### config.mk
export PLATFORM = sky130hd
export DESIGN_NAME = gba_ctrl
export DESIGN_NICKNAME = d
export VERILOG_FILES = /design/src/rtl/gba_pkg.sv /design/src/rtl/gba_ctrl.sv
export SDC_FILE = /design/constraint.sdc
export NUM_CORES = 1
export LEC_CHECK = 0
export ABC_CLOCK_PERIOD_IN_PS = 2000
export CAP_MARGIN = 20
export CORE_MARGIN = 4
export CORE_UTILIZATION = 40
export DETAILED_ROUTE_END_ITERATION = 6
export DONT_BUFFER_PORTS = 1
export GPL_TIMING_DRIVEN = 0
export SLEW_MARGIN = 25
export SYNTH_ARGS = -nofsm -noshare
export SYNTH_HDL_FRONTEND = slang
export SYNTH_SLANG_ARGS = --single-unit
### constraint.sdc
create_clock -name clk -period 2 [get_ports clk]
set_clock_uncertainty 0.1 [all_clocks]
set_input_delay 0.2 -clock clk [delete_from_list [all_inputs] [get_ports clk]]
set_output_delay 0.2 -clock clk [all_outputs]
set_load 0.05 [all_outputs]
### src/rtl/gba_pkg.sv
// Shared types and constants for the grouped bitmap allocator.
package gba_pkg;

    // Controller states
    typedef enum logic [3:0] {
        S_CLEAR,
        S_IDLE,
        S_SETUP,
        S_GCHK,
        S_ARD,
        S_AEVAL,
        S_FCHK,
        S_FDIV,
        S_FEVAL,
        S_DONE
    } state_t;

    // Result status codes
    localparam logic [1:0] STAT_OK      = 2'd0;
    localparam logic [1:0] STAT_NOFREE  = 2'd1;
    localparam logic [1:0] STAT_RANGE   = 2'd2;
    localparam logic [1:0] STAT_NOTSET  = 2'd3;

    // Request kinds
    localparam logic ACT_ALLOC = 1'b0;
    localparam logic ACT_FREE  = 1'b1;

    // Configuration register indexes
    localparam logic [1:0] REG_GROUP_COUNT = 2'd0;
    localparam logic [1:0] REG_ENTRIES     = 2'd1;
    localparam logic [1:0] REG_BASE        = 2'd2;

    // Saturation point of a directory count
    localparam logic [13:0] DIR_LIMIT = 14'd16383;

    // Commands from the controller to the datapath
    typedef struct packed {
        logic       clr_step;
        logic       load;
        logic       setup;
        logic       grp_next;
        logic       word_next;
        logic       rd;
        logic       alloc_commit;
        logic       free_commit;
        logic       div_step;
        logic       set_status;
        logic [1:0] status;
        logic       out_load;
    } cmd_t;

    // Status from the datapath to the controller
    typedef struct packed {
        logic clr_last;
        logic is_free;
        logic grp_end;
        logic grp_full;
        logic found;
        logic last_word;
        logic free_oor;
        logic div_done;
        logic bit_set;
        logic out_free;
    } sts_t;

endpackage

### src/rtl/gba_ctrl.sv
// Controller state machine of the grouped bitmap allocator.
module gba_ctrl (
    input  logic          clk,
    input  logic          rst_n,
    input  logic          in_valid,
    output logic          in_ready,
    input  gba_pkg::sts_t sts,
    output gba_pkg::cmd_t cmd
);

    import gba_pkg::*;

    state_t state_reg;
    state_t state_next;

    // Hold the state
    always_ff @(posedge clk or negedge rst_n)
    begin
        if (!rst_n)
        begin
            state_reg <= S_CLEAR;
        end
        else
        begin
            state_reg <= state_next;
        end
    end

    // Sequence one request
    always_comb
    begin
        state_next = state_reg;
        cmd        = '0;
        in_ready   = 1'b0;
        unique case (state_reg)
            S_CLEAR:
            begin
                cmd.clr_step = 1'b1;
                if (sts.clr_last)
                begin
                    state_next = S_IDLE;
                end
            end
            S_IDLE:
            begin
                in_ready = 1'b1;
                if (in_valid)
                begin
                    cmd.load   = 1'b1;
                    state_next = S_SETUP;
                end
            end
            S_SETUP:
            begin
                cmd.setup  = 1'b1;
                state_next = sts.is_free ? S_FCHK : S_GCHK;
            end
            S_GCHK:
            begin
                if (sts.grp_end)
                begin
                    cmd.set_status = 1'b1;
                    cmd.status     = STAT_NOFREE;
                    state_next     = S_DONE;
                end
                else if (sts.grp_full)
                begin
                    cmd.grp_next = 1'b1;
                end
                else
                begin
                    cmd.rd     = 1'b1;
                    state_next = S_AEVAL;
                end
            end
            S_ARD:
            begin
                cmd.rd     = 1'b1;
                state_next = S_AEVAL;
            end
            S_AEVAL:
            begin
                if (sts.found)
                begin
                    cmd.alloc_commit = 1'b1;
                    cmd.set_status   = 1'b1;
                    cmd.status       = STAT_OK;
                    state_next       = S_DONE;
                end
                else if (sts.last_word)
                begin
                    cmd.grp_next = 1'b1;
                    state_next   = S_GCHK;
                end
                else
                begin
                    cmd.word_next = 1'b1;
                    state_next    = S_ARD;
                end
            end
            S_FCHK:
            begin
                if (sts.free_oor)
                begin
                    cmd.set_status = 1'b1;
                    cmd.status     = STAT_RANGE;
                    state_next     = S_DONE;
                end
                else
                begin
                    state_next = S_FDIV;
                end
            end
            S_FDIV:
            begin
                if (sts.div_done)
                begin
                    cmd.rd     = 1'b1;
                    state_next = S_FEVAL;
                end
                else
                begin
                    cmd.div_step = 1'b1;
                end
            end
            S_FEVAL:
            begin
                cmd.set_status = 1'b1;
                if (sts.bit_set)
                begin
                    cmd.free_commit = 1'b1;
                    cmd.status      = STAT_OK;
                end
                else
                begin
                    cmd.status = STAT_NOTSET;
                end
                state_next = S_DONE;
            end
            S_DONE:
            begin
                if (sts.out_free)
                begin
                    cmd.out_load = 1'b1;
                    state_next   = S_IDLE;
                end
            end
            default:
            begin
                state_next = S_IDLE;
            end
        endcase
    end

endmodule

==> key figures <==
Status
  • Status: complete, no violations

Logic synthesis
  • Synth Area in Adders: 0
  • Ys Warns: 0
  • Synth Register Bits: 4
  • Syn Area/Cell: 7.368 um^2
  • Post-Syn Nets: 94
  • Cells after synthesis: 81
  • Synth Area in Simple Gates: 0.4067
  • Top-area cell type share of the netlist area: 0.1677
  • Number of synthesized flops with an enable pin: 0
  • Main synth FF type: dfrtp_1
  • Count leader, synth: nor2_1
  • XOR/XNOR Fraction of Synth Area: 0
  • Post-synthesis sequential area ratio: 0.1677
  • Synth top area cells: dfrtp_1, and3_1, nor2_1
  • Largest family of logic cells by synthesized area: simple AND/OR/NAND/NOR gates
  • Compound-Gate Fraction of Synth Area: 0.3291
  • Post-Syn Area: 596.8 um^2
  • Post-synthesis mux area share: 0
  • Yosys top cell by area: dfrtp_1
  • Most frequent cells after synthesis: nor2_1, nand2_1, and3_1, o21ai_0
  • Cell variety after synth: 35
  • Asr flop ratio synth: 1.000

Drt
  • DR vias: 650
  • TritonRoute pass-1 iters: 4
  • DRC: 0
  • Drt total wl: 1.901 mm
  • Vias per inst: 6.132
  • Final ANT Viol Nets: 0
  • DR iter-0 viols: 22
  • Average wire per standard cell: 17.93 um

Worst setup path
  • Crit-path max FO: 4
  • Worst-path cell chain: or2_4, or3_4, o21ai_4
  • CP max stage cell: dfrtp_2
  • CP Launch Type: flip-flop
  • RR Startpoint: state_reg[2]
  • Critical setup path kind: flip-flop to output port
  • CP Capture Type: output port
  • Setup crit end: cmd[7]
  • CP required: 1700 ps
  • Worst Path Arrival: 1670 ps
  • Reg2reg end: state_reg[3]
  • Reg2reg path depth: 5
  • Worst reg2reg setup slack: 70 ps
  • Critical Path Max Stage Delay: 440 ps
  • CP startpoint: state_reg[2]

Timing
  • Final Hold Violating Endpoints: 0
  • Total negative slack: 0 ps
  • Top achievable clock speed: 506.9 MHz
  • Final setup violation count: 0
  • RSZ-0062 raised after global routing: true
  • Max_slew headroom: 0.5595
  • Post-route minimum period: 1973 ps
  • Max Transition Viols Final: 0
  • Crit share post-route: 0.9864
  • Slew @ Worst Pin: 660.1 ps

GRT
  • Initial antenna violation count: 0
  • First-pass GRT wire length: 2.973 mm
  • GRT Total Usage: 0.1942
  • Vias in the first global route: 606
  • Total congestion overflow: 0
  • Largest net degree at the start of global routing: 11

Placed design
  • Total placed instance area: 624.3 um^2
  • Placed cell count: 96
  • Port Buffers: 0
  • Post-detail-place hpwl: 1.297 mm
  • GPL Wtd Cong: 0.8256

Power and ir drop
  • VDD IR-drop max: 0.6689 mV
  • Clock power share: 0.089
  • Switching Share: 0.5810
  • Leakage: 0.0003458 uW
  • Logic pwr share: 0.783
  • Pwr/cell area: 1380 mW/mm^2
  • Seq pwr share: 0.128
  • Internal: 454.5 uW
  • P_sw: 630.1 uW

Hold path
  • Hold Crit Class: input pin to flip-flop
  • HP Start: sts[6]

Clocking
  • Later-pin clock latency in the skew report: 230 ps
  • CTS tree: built
  • CTS buffer count: 3
  • Max Root-Sink Buffers: 2
  • Clock Sink Count: 4
  • CTS clk-pin slew, worst paths: 40 ps
  • H-tree lvl count: 1
  • Root buf cell: clkbuf_4

Cells and area
  • Fin cells: 106
  • Fin nets: 106
  • Ratio of cells with drive above 1 in the final layout: 0.4066
  • Max FFs per register: 4
  • Antenna diodes: 0
  • Final Cell Area: 785.8 um^2
  • Layout overhead on the synthesized area: 31.66%
  • Final core utilization: 0.5820

Floorplan
  • Core area: 0.001350 mm^2
  • Initial cell density of the core: 0.4421
  • Die X: 46.63 um
  • Die area: 0.002174 mm^2
  • Die extent in y: 46.63 um
  • Io pins: 27
  • Row Count: 13

Flow run
  • Max Cap Viol: 0
[worst min path at each step]
stage | endpoint | slack [ps] | cells past startpoint
after floorplan | state_reg[0] | -200 | 0
after global placement | state_reg[3] | -200 | 0
after detailed placement | state_reg[3] | -200 | 0
after CTS | state_reg[1] | 10 | 2
after global routing | state_reg[0] | 9 | 1
final | state_reg[1] | 20 | 2
[final cells by class]
type,count,area [um^2]
Clock buffer,3,22.52
Timing Repair Buffer,9,76.32
Fill cell,136,564.3
Multi-Input combinational cell,67,521.8
Sequential cell,4,102.6
Buffer,5,32.53
Tap cell,15,18.77
Inverter,3,11.26
[layer usage]
layer | part of all wire | wire [um] | GRT usage
met5 | 0 | 0 | 0
met4 | 0 | 0 | 0
met3 | 0.082 | 155 | 0.05469
met2 | 0.51 | 962 | 0.3242
met1 | 0.41 | 782 | 0.2638
[critical path, delay by kind of cell (launching register included)]
| family | cells | cell delay (ps) |
|---|---|---|
| and+or+nand+nor | 2 | 650 |
| DFF | 1 | 440 |
| AOI/OAI and AO/OA | 1 | 340 |
[cell usage in the layout, fill, tap and decap left out, types with 2 or more instances in the layout]
cell type      count
buf_4              8
nand2_1            7
nor2_1             6
and3_1             4
clkbuf_4           4
a21oi_1            4
inv_1              3
nand2b_1           3
o21ai_4            3
o21ai_0            3
nor2b_1            2
a22oi_1            2
nor2_4             2
nand4b_1           2
nor3_1             2
and3_2             2
a31oi_1            2
dlygate4sd3_1      2
dfrtp_1            2
dfrtp_2            2
[through the flow]
step	worst slack [ps]	total power, uW	hold WS, ps
floorplan	67.03	769.1	-195.6
global placement	-70.55	864.3	-195.5
detailed placement	-70.35	869.6	-195.5
CTS	-53.87	1051	11.19
global route	-19.83	1170	8.746
finish	27.25	1085	18.57
[cells by family after synthesis]
group                  Yosys count
flip-flops                       4
buffers and inverters           10
AND/OR/NAND/NOR                 41
AO/OA/AOI/OAI                   26
[power by group through the flow]
stage	combinational, uW	sequential (uW)	clock, uW
floorplan	645	124	0
global placement	733	131	0
detailed placement	739	131	0
CTS	818	130	103
global route	914	143	113
finish	849	138	96.9
[what timing repair did]
| item | 4_1_cts | 5_1_grt |
|---|---|---|
| hold buffers | 2 | 0 |
| endpoints found under the hold margin | 5 | 0 |
| setup buffers | 6 | 1 |
| pin swaps | 3 | 7 |
| gates resized for setup | 11 | 17 |
| setup endpoints to repair | 7 | 12 |
No activity file was read; power rests on OpenSTA's default activity.
